`src/sv/time_table_linear_interpolator_macros.svh`:
```
// Assertion macros shared by the time table interpolator.
`ifndef TIME_TABLE_LINEAR_INTERPOLATOR_MACROS_SVH
`define TIME_TABLE_LINEAR_INTERPOLATOR_MACROS_SVH

// Checked only outside reset.
`define TTLI_ASSERT(lbl, expr, msg) \
  lbl: assert property (@(posedge clk) disable iff (rst) expr) else $error(msg);

// Checked at every edge, reset included.
`define TTLI_ASSERT_ALWAYS(lbl, expr, msg) \
  lbl: assert property (@(posedge clk) expr) else $error(msg);

`endif

```
`src/sv/ttli_pkg.sv`:
```
// Types, constants and helpers of the time table interpolator.
`default_nettype none
package ttli_pkg;

  localparam int TableDepth = 256;
  localparam int AddrW      = $clog2(TableDepth);
  localparam int CountW     = AddrW + 1;
  localparam int FracBits   = 16;
  localparam int ValW       = 32;
  localparam int DivNW      = ValW + FracBits;
  localparam int DivCntW    = $clog2(DivNW + 1);
  localparam int ProdW      = 2 * ValW + 1;
  localparam int ShW        = ProdW - FracBits;
  localparam int SumW       = ShW + 1;

  localparam logic [1:0] KindAppend = 2'd0;
  localparam logic [1:0] KindRewind = 2'd1;
  localparam logic [1:0] KindSample = 2'd2;

  localparam logic [1:0] StatSample  = 2'd0;
  localparam logic [1:0] StatStored  = 2'd1;
  localparam logic [1:0] StatDropped = 2'd2;
  localparam logic [1:0] StatRewound = 2'd3;

  localparam logic [1:0] CompLast = 2'd2;

  typedef struct packed {
    logic [1:0]        kind;
    logic signed [31:0] point_time;
    logic signed [31:0] point_x;
    logic signed [31:0] point_y;
    logic signed [31:0] point_z;
  } in_beat_t;

  typedef struct packed {
    logic [1:0]        status;
    logic signed [31:0] out_x;
    logic signed [31:0] out_y;
    logic signed [31:0] out_z;
  } out_beat_t;

  typedef struct packed {
    logic [ValW-1:0] t;
    logic [ValW-1:0] x;
    logic [ValW-1:0] y;
    logic [ValW-1:0] z;
  } entry_t;

  localparam int EntryW = $bits(entry_t);

  typedef enum logic [1:0] {
    ADDR_CUR   = 2'd0,
    ADDR_NEXT  = 2'd1,
    ADDR_COUNT = 2'd2
  } addr_sel_t;

  typedef enum logic [1:0] {
    OUT_ZERO = 2'd0,
    OUT_HELD = 2'd1,
    OUT_RES  = 2'd2
  } out_sel_t;

  typedef struct packed {
    logic      in_load;
    logic      ram_we;
    addr_sel_t addr_sel;
    logic      cursor_clr;
    logic      cursor_inc;
    logic      count_inc;
    logic      base_from_q;
    logic      base_from_nxt;
    logic      nxt_from_q;
    logic      held_from_q;
    logic      held_from_nxt;
    logic      held_clr;
    logic      hold_set;
    logic      hold_clr;
    logic      slopes_clr;
    logic      div_start;
    logic      slope_load;
    logic [1:0] comp;
    logic      el_load;
    logic      mul_load;
    logic      res_load;
    logic      out_load;
    logic [1:0] out_status;
    out_sel_t  out_sel;
  } cmd_t;

  typedef struct packed {
    logic [1:0] kind;
    logic count_zero;
    logic count_one;
    logic full;
    logic hold;
    logic has_next;
    logic next_is_last;
    logic later;
    logic div_done;
    logic out_free;
  } sts_t;

  function automatic logic [ValW-1:0] sat_val(input logic [SumW-1:0] v);
    logic [ValW-1:0] r;
    if (v[SumW-1:ValW-1] == '0 || v[SumW-1:ValW-1] == '1) begin
      r = v[ValW-1:0];
    end else if (v[SumW-1]) begin
      r = {1'b1, {(ValW-1){1'b0}}};
    end else begin
      r = {1'b0, {(ValW-1){1'b1}}};
    end
    return r;
  endfunction

endpackage
`default_nettype wire

```
`src/sv/ttli_ctrl.sv`:
```
// Sequencer of the time table interpolator.
`default_nettype none
module ttli_ctrl (
  input  wire logic              clk,
  input  wire logic              rst,
  input  wire logic              req_valid,
  input  wire logic [1:0]        req_kind,
  output      logic              req_stall,
  input  wire ttli_pkg::sts_t    sts,
  output      ttli_pkg::cmd_t    cmd
);
  typedef enum logic [17:0] {
    S_IDLE    = 18'h00001,
    S_APPEND  = 18'h00002,
    S_RW_CHK  = 18'h00004,
    S_RW_CAP0 = 18'h00008,
    S_RW_CAP1 = 18'h00010,
    S_DIV_GO  = 18'h00020,
    S_DIV_WT  = 18'h00040,
    S_RW_OUT  = 18'h00080,
    S_SM_CHK  = 18'h00100,
    S_SM_CAP  = 18'h00200,
    S_SM_CMP  = 18'h00400,
    S_SM_RD2  = 18'h00800,
    S_SM_CAP2 = 18'h01000,
    S_EL      = 18'h02000,
    S_MUL     = 18'h04000,
    S_ADD     = 18'h08000,
    S_SM_OUT  = 18'h10000,
    S_HELD    = 18'h20000
  } state_t;

  state_t     state, state_next;
  logic [1:0] comp, comp_next;

  assign req_stall = (state != S_IDLE);

  always_ff @(posedge clk) begin
    if (rst) begin
      state <= S_IDLE;
      comp  <= '0;
    end else begin
      state <= state_next;
      comp  <= comp_next;
    end
  end

  always_comb begin
    cmd        = '0;
    cmd.comp   = comp;
    state_next = state;
    comp_next  = comp;
    unique case (state)
      S_IDLE: begin
        if (req_valid) begin
          cmd.in_load = 1'b1;
          priority if (req_kind == ttli_pkg::KindAppend) begin
            state_next = S_APPEND;
          end else if (req_kind == ttli_pkg::KindRewind) begin
            cmd.cursor_clr = 1'b1;
            cmd.slopes_clr = 1'b1;
            state_next     = S_RW_CHK;
          end else if (req_kind == ttli_pkg::KindSample) begin
            state_next = S_SM_CHK;
          end else begin
            state_next = S_IDLE;
          end
        end
      end
      S_APPEND: begin
        cmd.addr_sel = ttli_pkg::ADDR_COUNT;
        if (sts.out_free) begin
          cmd.out_load = 1'b1;
          cmd.out_sel  = ttli_pkg::OUT_ZERO;
          if (sts.full) begin
            cmd.out_status = ttli_pkg::StatDropped;
          end else begin
            cmd.ram_we     = 1'b1;
            cmd.count_inc  = 1'b1;
            cmd.out_status = ttli_pkg::StatStored;
          end
          state_next = S_IDLE;
        end
      end
      S_RW_CHK: begin
        if (sts.count_zero) begin
          cmd.held_clr = 1'b1;
          cmd.hold_set = 1'b1;
          state_next   = S_RW_OUT;
        end else begin
          cmd.addr_sel = ttli_pkg::ADDR_CUR;
          state_next   = S_RW_CAP0;
        end
      end
      S_RW_CAP0: begin
        if (sts.count_one) begin
          cmd.held_from_q = 1'b1;
          cmd.hold_set    = 1'b1;
          state_next      = S_RW_OUT;
        end else begin
          cmd.base_from_q = 1'b1;
          cmd.addr_sel    = ttli_pkg::ADDR_NEXT;
          state_next      = S_RW_CAP1;
        end
      end
      S_RW_CAP1: begin
        cmd.nxt_from_q = 1'b1;
        cmd.hold_clr   = 1'b1;
        comp_next      = '0;
        state_next     = S_DIV_GO;
      end
      S_DIV_GO: begin
        cmd.div_start = 1'b1;
        state_next    = S_DIV_WT;
      end
      S_DIV_WT: begin
        if (sts.div_done) begin
          cmd.slope_load = 1'b1;
          if (comp == ttli_pkg::CompLast) begin
            comp_next  = '0;
            state_next = (sts.kind == ttli_pkg::KindRewind) ? S_RW_OUT : S_EL;
          end else begin
            comp_next  = comp + 1'b1;
            state_next = S_DIV_GO;
          end
        end
      end
      S_RW_OUT: begin
        if (sts.out_free) begin
          cmd.out_load   = 1'b1;
          cmd.out_status = ttli_pkg::StatRewound;
          cmd.out_sel    = ttli_pkg::OUT_ZERO;
          state_next     = S_IDLE;
        end
      end
      S_SM_CHK: begin
        if (sts.hold) begin
          state_next = S_HELD;
        end else if (!sts.has_next) begin
          state_next = S_EL;
        end else begin
          cmd.addr_sel = ttli_pkg::ADDR_NEXT;
          state_next   = S_SM_CAP;
        end
      end
      S_SM_CAP: begin
        cmd.nxt_from_q = 1'b1;
        state_next     = S_SM_CMP;
      end
      S_SM_CMP: begin
        comp_next = '0;
        if (sts.later) begin
          cmd.cursor_inc    = 1'b1;
          cmd.base_from_nxt = 1'b1;
          if (sts.next_is_last) begin
            cmd.held_from_nxt = 1'b1;
            cmd.hold_set      = 1'b1;
            cmd.slopes_clr    = 1'b1;
            state_next        = S_HELD;
          end else begin
            state_next = S_SM_RD2;
          end
        end else begin
          state_next = S_EL;
        end
      end
      S_SM_RD2: begin
        cmd.addr_sel = ttli_pkg::ADDR_NEXT;
        state_next   = S_SM_CAP2;
      end
      S_SM_CAP2: begin
        cmd.nxt_from_q = 1'b1;
        state_next     = S_DIV_GO;
      end
      S_EL: begin
        cmd.el_load = 1'b1;
        comp_next   = '0;
        state_next  = S_MUL;
      end
      S_MUL: begin
        cmd.mul_load = 1'b1;
        state_next   = S_ADD;
      end
      S_ADD: begin
        cmd.res_load = 1'b1;
        if (comp == ttli_pkg::CompLast) begin
          comp_next  = '0;
          state_next = S_SM_OUT;
        end else begin
          comp_next  = comp + 1'b1;
          state_next = S_MUL;
        end
      end
      S_SM_OUT: begin
        if (sts.out_free) begin
          cmd.out_load   = 1'b1;
          cmd.out_status = ttli_pkg::StatSample;
          cmd.out_sel    = ttli_pkg::OUT_RES;
          state_next     = S_IDLE;
        end
      end
      S_HELD: begin
        if (sts.out_free) begin
          cmd.out_load   = 1'b1;
          cmd.out_status = ttli_pkg::StatSample;
          cmd.out_sel    = ttli_pkg::OUT_HELD;
          state_next     = S_IDLE;
        end
      end
      default: begin
        state_next = S_IDLE;
      end
    endcase
  end
endmodule
`default_nettype wire

```
`config.mk`:
```
export PLATFORM = sky130hd
export DESIGN_NAME = ttli_ctrl
export DESIGN_NICKNAME = d
export VERILOG_FILES = /design/src/sv/time_table_linear_interpolator_macros.svh /design/src/sv/ttli_pkg.sv /design/src/sv/ttli_ctrl.sv
export SDC_FILE = /design/constraint.sdc
export NUM_CORES = 1
export LEC_CHECK = 0
export BUFFER_PORTS_ARGS = -buffer_cell sky130_fd_sc_hd__buf_4
export CAP_MARGIN = 10
export CORE_MARGIN = 2
export CORE_UTILIZATION = 39
export CTS_CLUSTER_SIZE = 8
export DETAILED_ROUTE_END_ITERATION = 16
export PLACE_DENSITY_LB_ADDON = 0.12
export SETUP_SLACK_MARGIN = 0.15
export SYNTH_ARGS = -nofsm -noshare
export SYNTH_HDL_FRONTEND = slang
export SYNTH_SLANG_ARGS = --single-unit
```
`constraint.sdc`:
```
create_clock -name clk -period 2.5 [get_ports clk]
set_input_delay 0.375 -clock clk [delete_from_list [all_inputs] [get_ports clk]]
set_output_delay 0.375 -clock clk [all_outputs]
set_load 0.05 [all_outputs]
```
# Word level (Yosys, flattened, before mapping)
# Index checks and enable logic that the tools add are counted.
# word_totals
reg_bits,20
wordCells,96
# classes
addsub,1
eq_ne,26
muxes,59
n_reduce_logical,8
# ops
operator,count
$pmux 18 s14,1
$mux 18,8
$mux 14,3
$mux 1,30
$mux 5,4
$pmux 5 s4,1
$eq 18x1->1 const B,1
$eq 18x10->1 const B,1
$eq 18x11->1 const B,1
$eq 18x12->1 const B,1
$eq 18x13->1 const B,1
$eq 18x14->1 const B,1
$eq 18x15->1 const B,1
$eq 18x16->1 const B,1
$eq 18x17->1 const B,1
$eq 18x18->1 const B,1
$eq 18x2->1 const B,1
$eq 18x3->1 const B,1
$eq 18x4->1 const B,1
$eq 18x5->1 const B,1
$eq 18x6->1 const B,1
$eq 18x7->1 const B,1
$eq 18x8->1 const B,1
$eq 18x9->1 const B,1
21 further kinds,29

# Logic depth before layout (Yosys ltp)
# Gate-level depths: netlist of the first run.
# logic_depth
depth_word,6
depth_mapped,7
ltp_nobuf,7

# Worst setup path after synthesis of the first run
# No wires, ideal clock.
# synth_path
path_type,reg2out
from,register state[14]
to,output port cmd[2] (netlist name)
arrival_ns,2.988
required_time_ns,2.125
slack_ns,-0.863
path_stages_with_launch,5
path_buffers,0
cell_sequence,dfxtp_1 nor4_2 nand3_1 nor4_1 a21o_1
# synth_lines
element,line,source
from (decl),ttli_ctrl.sv:33,"state_t state, state_next;"
from (signal assigned),ttli_ctrl.sv:43,state <= state_next;
to (decl),ttli_ctrl.sv:10,output ttli_pkg::cmd_t cmd

==> run_results.csv, run 1 <==
group,metric,value,unit
setup_path,path_max_fanout,5,
clock_network,cts_tree,"yes",
route,vias,1746,
power,power.density,376,nW/um^2
yosys,synth_edf_count,0,
sta,drv_slew,0,
grt,overflow,0,
placed_design,dpl_cell_area,1770,um^2
clock_network,cts.sinks,20,
finish,diodes,0,
route,wire_per_inst,17.6,um
clock_network,cts_max_level,1,
finish,final_cell_mix,"50 x buf_4, 21 x nor2_1, 12 x buf_6, 12 x buf_8, 11 x dfxtp_1",
route,ant_nets,0,
sta,relSlewSlack,51.7,%
sta,finalSetupViolCount,0,
yosys,postSynthCellCount,177,
route,drc,0,
setup_path,worst_ep_arrival_time,2120,ps
floorplan,core_area,3340,um^2
finish,nNetsFinal,267,
route,dr.first_iter.drc_count,114,
finish,final_util,71.0,%
clock_network,root_buffer,"clkbuf_4",
min_path,hp-class,"in -> reg",
power,p_leak,0.00106,uW
clock_network,path_clk_slew,130,ps
sta,hold_violations,0,
sta,fin_tns_setup,0,ps
run_status,status,"complete, no violations",
finish,finish.instance_area,2370,um^2
placed_design,portBuffers,44,
floorplan,dieArea,3970,um^2
route,wirelength,5200,um
yosys,syn_nets,193,
route,drtPass1Iterations,5,
clock_network,insertion_delay,310,ps
setup_path,cp.required,2120,ps
yosys,ys_seq_area_share,29.5,%
clock_network,hold_buffers,0,
setup_path,startpoint_type,"flip-flop",
sta,rsz0062_at_grt,"yes",
power,p_total,892,uW
yosys,synth_seq_cells,20,
route,vias_per_cell,5.90,
yosys,synthArstFlopShare,0,%
grt,grt_pass1_vias,1537,
grt,grt_pass1_wl,7180,um
finish,syn_to_final_growth,74.5,%
sta,worst_pin_slew,715,ps
clock_network,cts_buffer_depth,2,
yosys,avgSynthCellArea,7.67,um^2
grt,antenna_found_initial,0,
floorplan,dieWidth,63,um
yosys,synth_cell_types,47,
setup_path,crit_path_end_kind,"output pin",
placed_design,hpwl,3270,um
sta,min_period,2500,ps
sta,finalCritPeriodShare,99.9,%
sta,fmax,400,MHz
setup_path,crit_type,"reg -> out",
job,drv_cap,0,
floorplan,start_util,40.7,%
finish,layout-drive-gt1-share,54.4,%
clock_network,cts_buffers,3,
finish,final_common_cell,"buf_4",
yosys,synthFlopType,"dfxtp_1",
yosys,yosysWarningCount,0,
floorplan,rows,21,
placed_design,place.gp.congestion,0.958,
grt,track_usage,22.7,%
floorplan,die_h,63,um
yosys,syn-cell-area,1360,um^2
power,ir_drop,0.187,mV
floorplan,io_pins,45,
grt,grt_max_degree,14,
sta,skew,7.91,ps
[synth_stat cells, types with 2 or more instances]
master	number	area, um^2
buf_2	2	10.0
nor2_1	26	97.6
inv_1	10	37.5
nand2_1	10	37.5
and3_1	6	37.5
buf_4	2	15.0
a21oi_1	6	30.0
nor4_1	4	25.0
and2_1	4	25.0
nand4_1	4	25.0
nor4_2	3	37.5
nor3_1	9	45.0
dfxtp_1	20	400
and4_1	3	26.3
o21ai_0	5	25.0
a21o_1	2	15.0
a22oi_1	2	15.0
nor4b_1	9	78.8
nor2b_1	3	18.8
nand3_1	15	75.1
a31oi_1	2	12.5
nand4b_1	5	43.8
[layout make-up]
cell class                 count  area, um^2
clock buffer                   4        36.3
fill                         264         968
inverter                      11        41.3
multi-input combinational    141        1120
sequential                    20         424
tap                           46        57.6
timing repair buffer          74         691
[critical path, stage by stage, from the launching register on]
cell and delay [ps]:
dfxtp_4 390, nor4_4 270, buf_4 200, nand3_2 130, buf_4 190, nor4_4 330
a21o_1 140, buf_6 150
[registers in the layout (all words and copies together), names as in the netlist]
| register | cells |
|---|---|
| comp | 2 |
| state | 18 |
[per-stage QoR]
stage / setup WS [ps] / instances / hold slack [ps]
floorplan: 11.9 / 177 / 451
global placement: 48.8 / 264 / 524
detailed placement: 84.7 / 264 / 560
CTS: 146 / 278 / 223
global route: -69.3 / 296 / 202
finish: 1.81 / 296 / 220
[kinds of logic (layout without fill, tap and decap cells)]
logic type	Yosys count	after routing	share of synthesized area, %
xor gates and xnor gates	2	2	1.29
AOI/OAI and AO/OA	25	25	13.6
muxes	1	1	0.737
and+or+nand+nor	113	113	49.7
DFF	20	20	29.5
buffers and inverters	16	89	5.16
[per-layer routing]
metal | vias to the layer above | global-route usage [%] | share of wire (%)
met5 | - | 0 | 0
met4 | 0 | 6.39 | 2.1
met3 | 15 | 3.42 | 7.7
met2 | 97 | 39.1 | 51
met1 | 818 | 29.1 | 39
li1 | 816 | - | -
[final timing paths]
check                                       startpoint  cells after the start  slack (ps)                    end
worst max register to register  state[16]$_SDFFE_PP0P_                      7         240  state[1]$_SDFFE_PP0P_
worst min-delay path                            sts[8]                      2         220  state[3]$_SDFFE_PP0P_
worst min register to register    comp[0]$_SDFFE_PP0P_                      2         590   comp[0]$_SDFFE_PP0P_
worst max-delay path             state[7]$_SDFFE_PP0P_                      7           2                 cmd[2]
[power by group]
part	switching, uW	total [uW]	internal, uW
clock network	111	200	89.0
registers	11.4	332	321
logic	204	360	156
[repair_timing]
item	CTS	global route
setup endpoints to repair	23	32
resized for setup	35	62
setup buffers	10	18
pin swaps	6	13
No activity file was read; power rests on OpenSTA's default activity.
==> run 2, diff against run 1 <==
--- a/config.mk
+++ b/config.mk
@@ -12,6 +12,7 @@
 export CTS_CLUSTER_SIZE = 8
 export DETAILED_ROUTE_END_ITERATION = 16
 export PLACE_DENSITY_LB_ADDON = 0.12
+export RECOVER_POWER = 50
 export SETUP_SLACK_MARGIN = 0.15
 export SYNTH_ARGS = -nofsm -noshare
 export SYNTH_HDL_FRONTEND = slang
==> run 2 against run 1 <==
Clock power about the same. Sequential share of layout area up 0.057 points. Combinational power about the same. Largest cell class unchanged. First-iteration DRC count up 3.5%. Critical endpoint unchanged. Sequential power about the same. Clock skew down 5.6 ps. Die area unchanged. Wire length down 0.19%. Flip-flop and latch count unchanged. Critical path depth unchanged.
==> run_results.csv, run 2 (synthesized netlist as in run 1, its figures left out) <==
group,metric,value,unit
run_status,status,"complete, no violations",
power,power.density,377,nW/um^2
job,drv_cap,0,
setup_path,crit_type,"reg -> out",
setup_path,crit_path_cell_trace,"nor4_4 > buf_4 > nand3_2 > buf_4 > nor4_4 > a21o_1 > buf_6",
floorplan,rows,21,
grt,grt_pass1_wl,7180,um
sta,finalSetupViolCount,0,
power,p_leak,0.00106,uW
route,wl_met1,2050,um
grt,grt_max_degree,14,
placed_design,hpwl,3270,um
setup_path,crit_slowest_cell,"dfxtp_4",
clock_network,cts_max_level,1,
finish,syn_to_final_growth,73.9,%
sta,relSlewSlack,52.1,%
floorplan,start_util,40.7,%
placed_design,portBuffers,44,
clock_network,cts.sinks,20,
route,routed.top_layer,"met4",
clock_network,path_clk_slew,120,ps
grt,track_usage,22.7,%
power,ir_drop,0.188,mV
sta,worst_pin_slew,709,ps
setup_path,cp.required,2120,ps
placed_design,place.gp.congestion,0.958,
finish,regMostFlops,"state",
floorplan,dieWidth,63,um
clock_network,hold_buffers,0,
setup_path,max_stage_delay,390,ps
setup_path,worst_ep_arrival_time,2120,ps
sta,min_period,2500,ps
sta,hold_violations,0,
finish,fillers,266,
min_path,hp-class,"in -> reg",
clock_network,cts_buffer_depth,2,
clock_network,root_buffer,"clkbuf_4",
sta,fmax,401,MHz
clock_network,insertion_delay,310,ps
route,vias_per_cell,5.93,
placed_design,dp.cells,264,
floorplan,core_area,3340,um^2
setup_path,path_buf_inv,3,
route,ant_nets,0,
finish,layout-drive-gt1-share,53.6,%
grt,overflow,0,
floorplan,dieArea,3970,um^2
clock_network,cts_tree,"yes",
sta,holdWs,218,ps
sta,skew,2.31,ps
route,wl_met2,2620,um
finish,largest_reg_flops,18,
finish,final_cell_count_no_fill,296,
setup_path,path_max_fanout,5,
route,wirelength,5190,um
sta,drv_slew,0,
finish,nNetsFinal,267,
sta,rsz0062_at_grt,"yes",
finish,diodes,0,
finish,final_common_cell,"buf_4",
setup_path,crit_path_end_kind,"output pin",
floorplan,die_h,63,um
route,wire_per_inst,17.5,um
setup_path,startpoint_type,"flip-flop",
finish,reg.largest.list,"state x18, comp x2",
route,vias,1755,
route,dr.first_iter.drc_count,118,
grt,antenna_found_initial,0,
grt,grt_pass1_vias,1537,
finish,final_cell_mix,"48 x buf_4, 21 x nor2_1, 12 x buf_6, 12 x buf_8, 11 x dfxtp_1",
route,wl_met3,410,um
route,drc,0,
route,drtPass1Iterations,5,
sta,finalCritPeriodShare,99.8,%
floorplan,io_pins,45,
setup_path,crit_family,"simple AND/OR/NAND/NOR gates",
clock_network,cts_buffers,3,
run 2: cell count changes in the layout (fill, tap and decap cells not counted), sizes merged:
cell / previous run / this run
buf: 74 / 72
clkbuf: 4 / 6
run 2: worst reg2reg max path, stage by stage (launching register included):
cell     delay (ps)
dfxtp_1         560
or4_4           230
nor2_4           50
and3_4          190
buf_4           130
o31a_4          370
or4b_1          500
a21oi_1         160
run 2: through the flow:
stage | TNS [ps] | cell area [um^2] | power, uW | utilization [%] | setup slack [ps]
CTS | 0 | 2010 | 822 | 60.2 | 146
finish | 0 | 2360 | 890 | 70.8 | 4.68
global placement | 0 | 1770 | 581 | 53.1 | 48.8
floorplan | 0 | 1400 | 509 | - | 11.9
detailed placement | 0 | 1770 | 585 | 53.1 | 84.7
global route | -117 | 2360 | 930 | 70.8 | -69.3
run 2: final timing paths:
check / startpoint / end / slack (ps) / cells after the start
max: state[7]$_SDFFE_PP0P_ / cmd[2] / 5 / 7
min: sts[8] / state[3]$_SDFFE_PP0P_ / 220 / 2
max reg2reg: state[11]$_SDFFE_PP0P_ / state[1]$_SDFFE_PP0P_ / 240 / 7
min reg2reg: comp[0]$_SDFFE_PP0P_ / comp[0]$_SDFFE_PP0P_ / 580 / 2
run 2: area by class of cell:
cell class              count  area, um^2  share of cell area, %
multi-input cells         141        1120                   47.4
repair buffers             74         683                   28.9
flip-flops and latches     20         424                   18.0
well taps                  46        57.6                   2.44
inverters                  11        41.3                   1.75
clock buffers               4        36.3                   1.54
run 2: repair_timing:
| action | 4_1_cts | 5_1_grt |
|---|---|---|
| pin swaps | 6 | 13 |
| gates resized for setup | 35 | 62 |
| buffers inserted | 10 | 18 |
| setup endpoints to repair | 23 | 32 |
| hold endpoints to repair | 0 | 0 |
run 2: power by group:
| part | switching (uW) | internal (uW) | total, uW |
|---|---|---|---|
| logic | 204 | 156 | 360 |
| registers | 11.3 | 321 | 332 |
| clock network | 109 | 89.0 | 198 |
run 2: metal layers:
| metal | track usage, % | vias to the layer above |
|---|---|---|
| met1 | 29.1 | 820 |
| met2 | 39.1 | 103 |
| li1 | - | 817 |
| met5 | 0 | - |
| met4 | 6.39 | 0 |
| met3 | 3.42 | 15 |
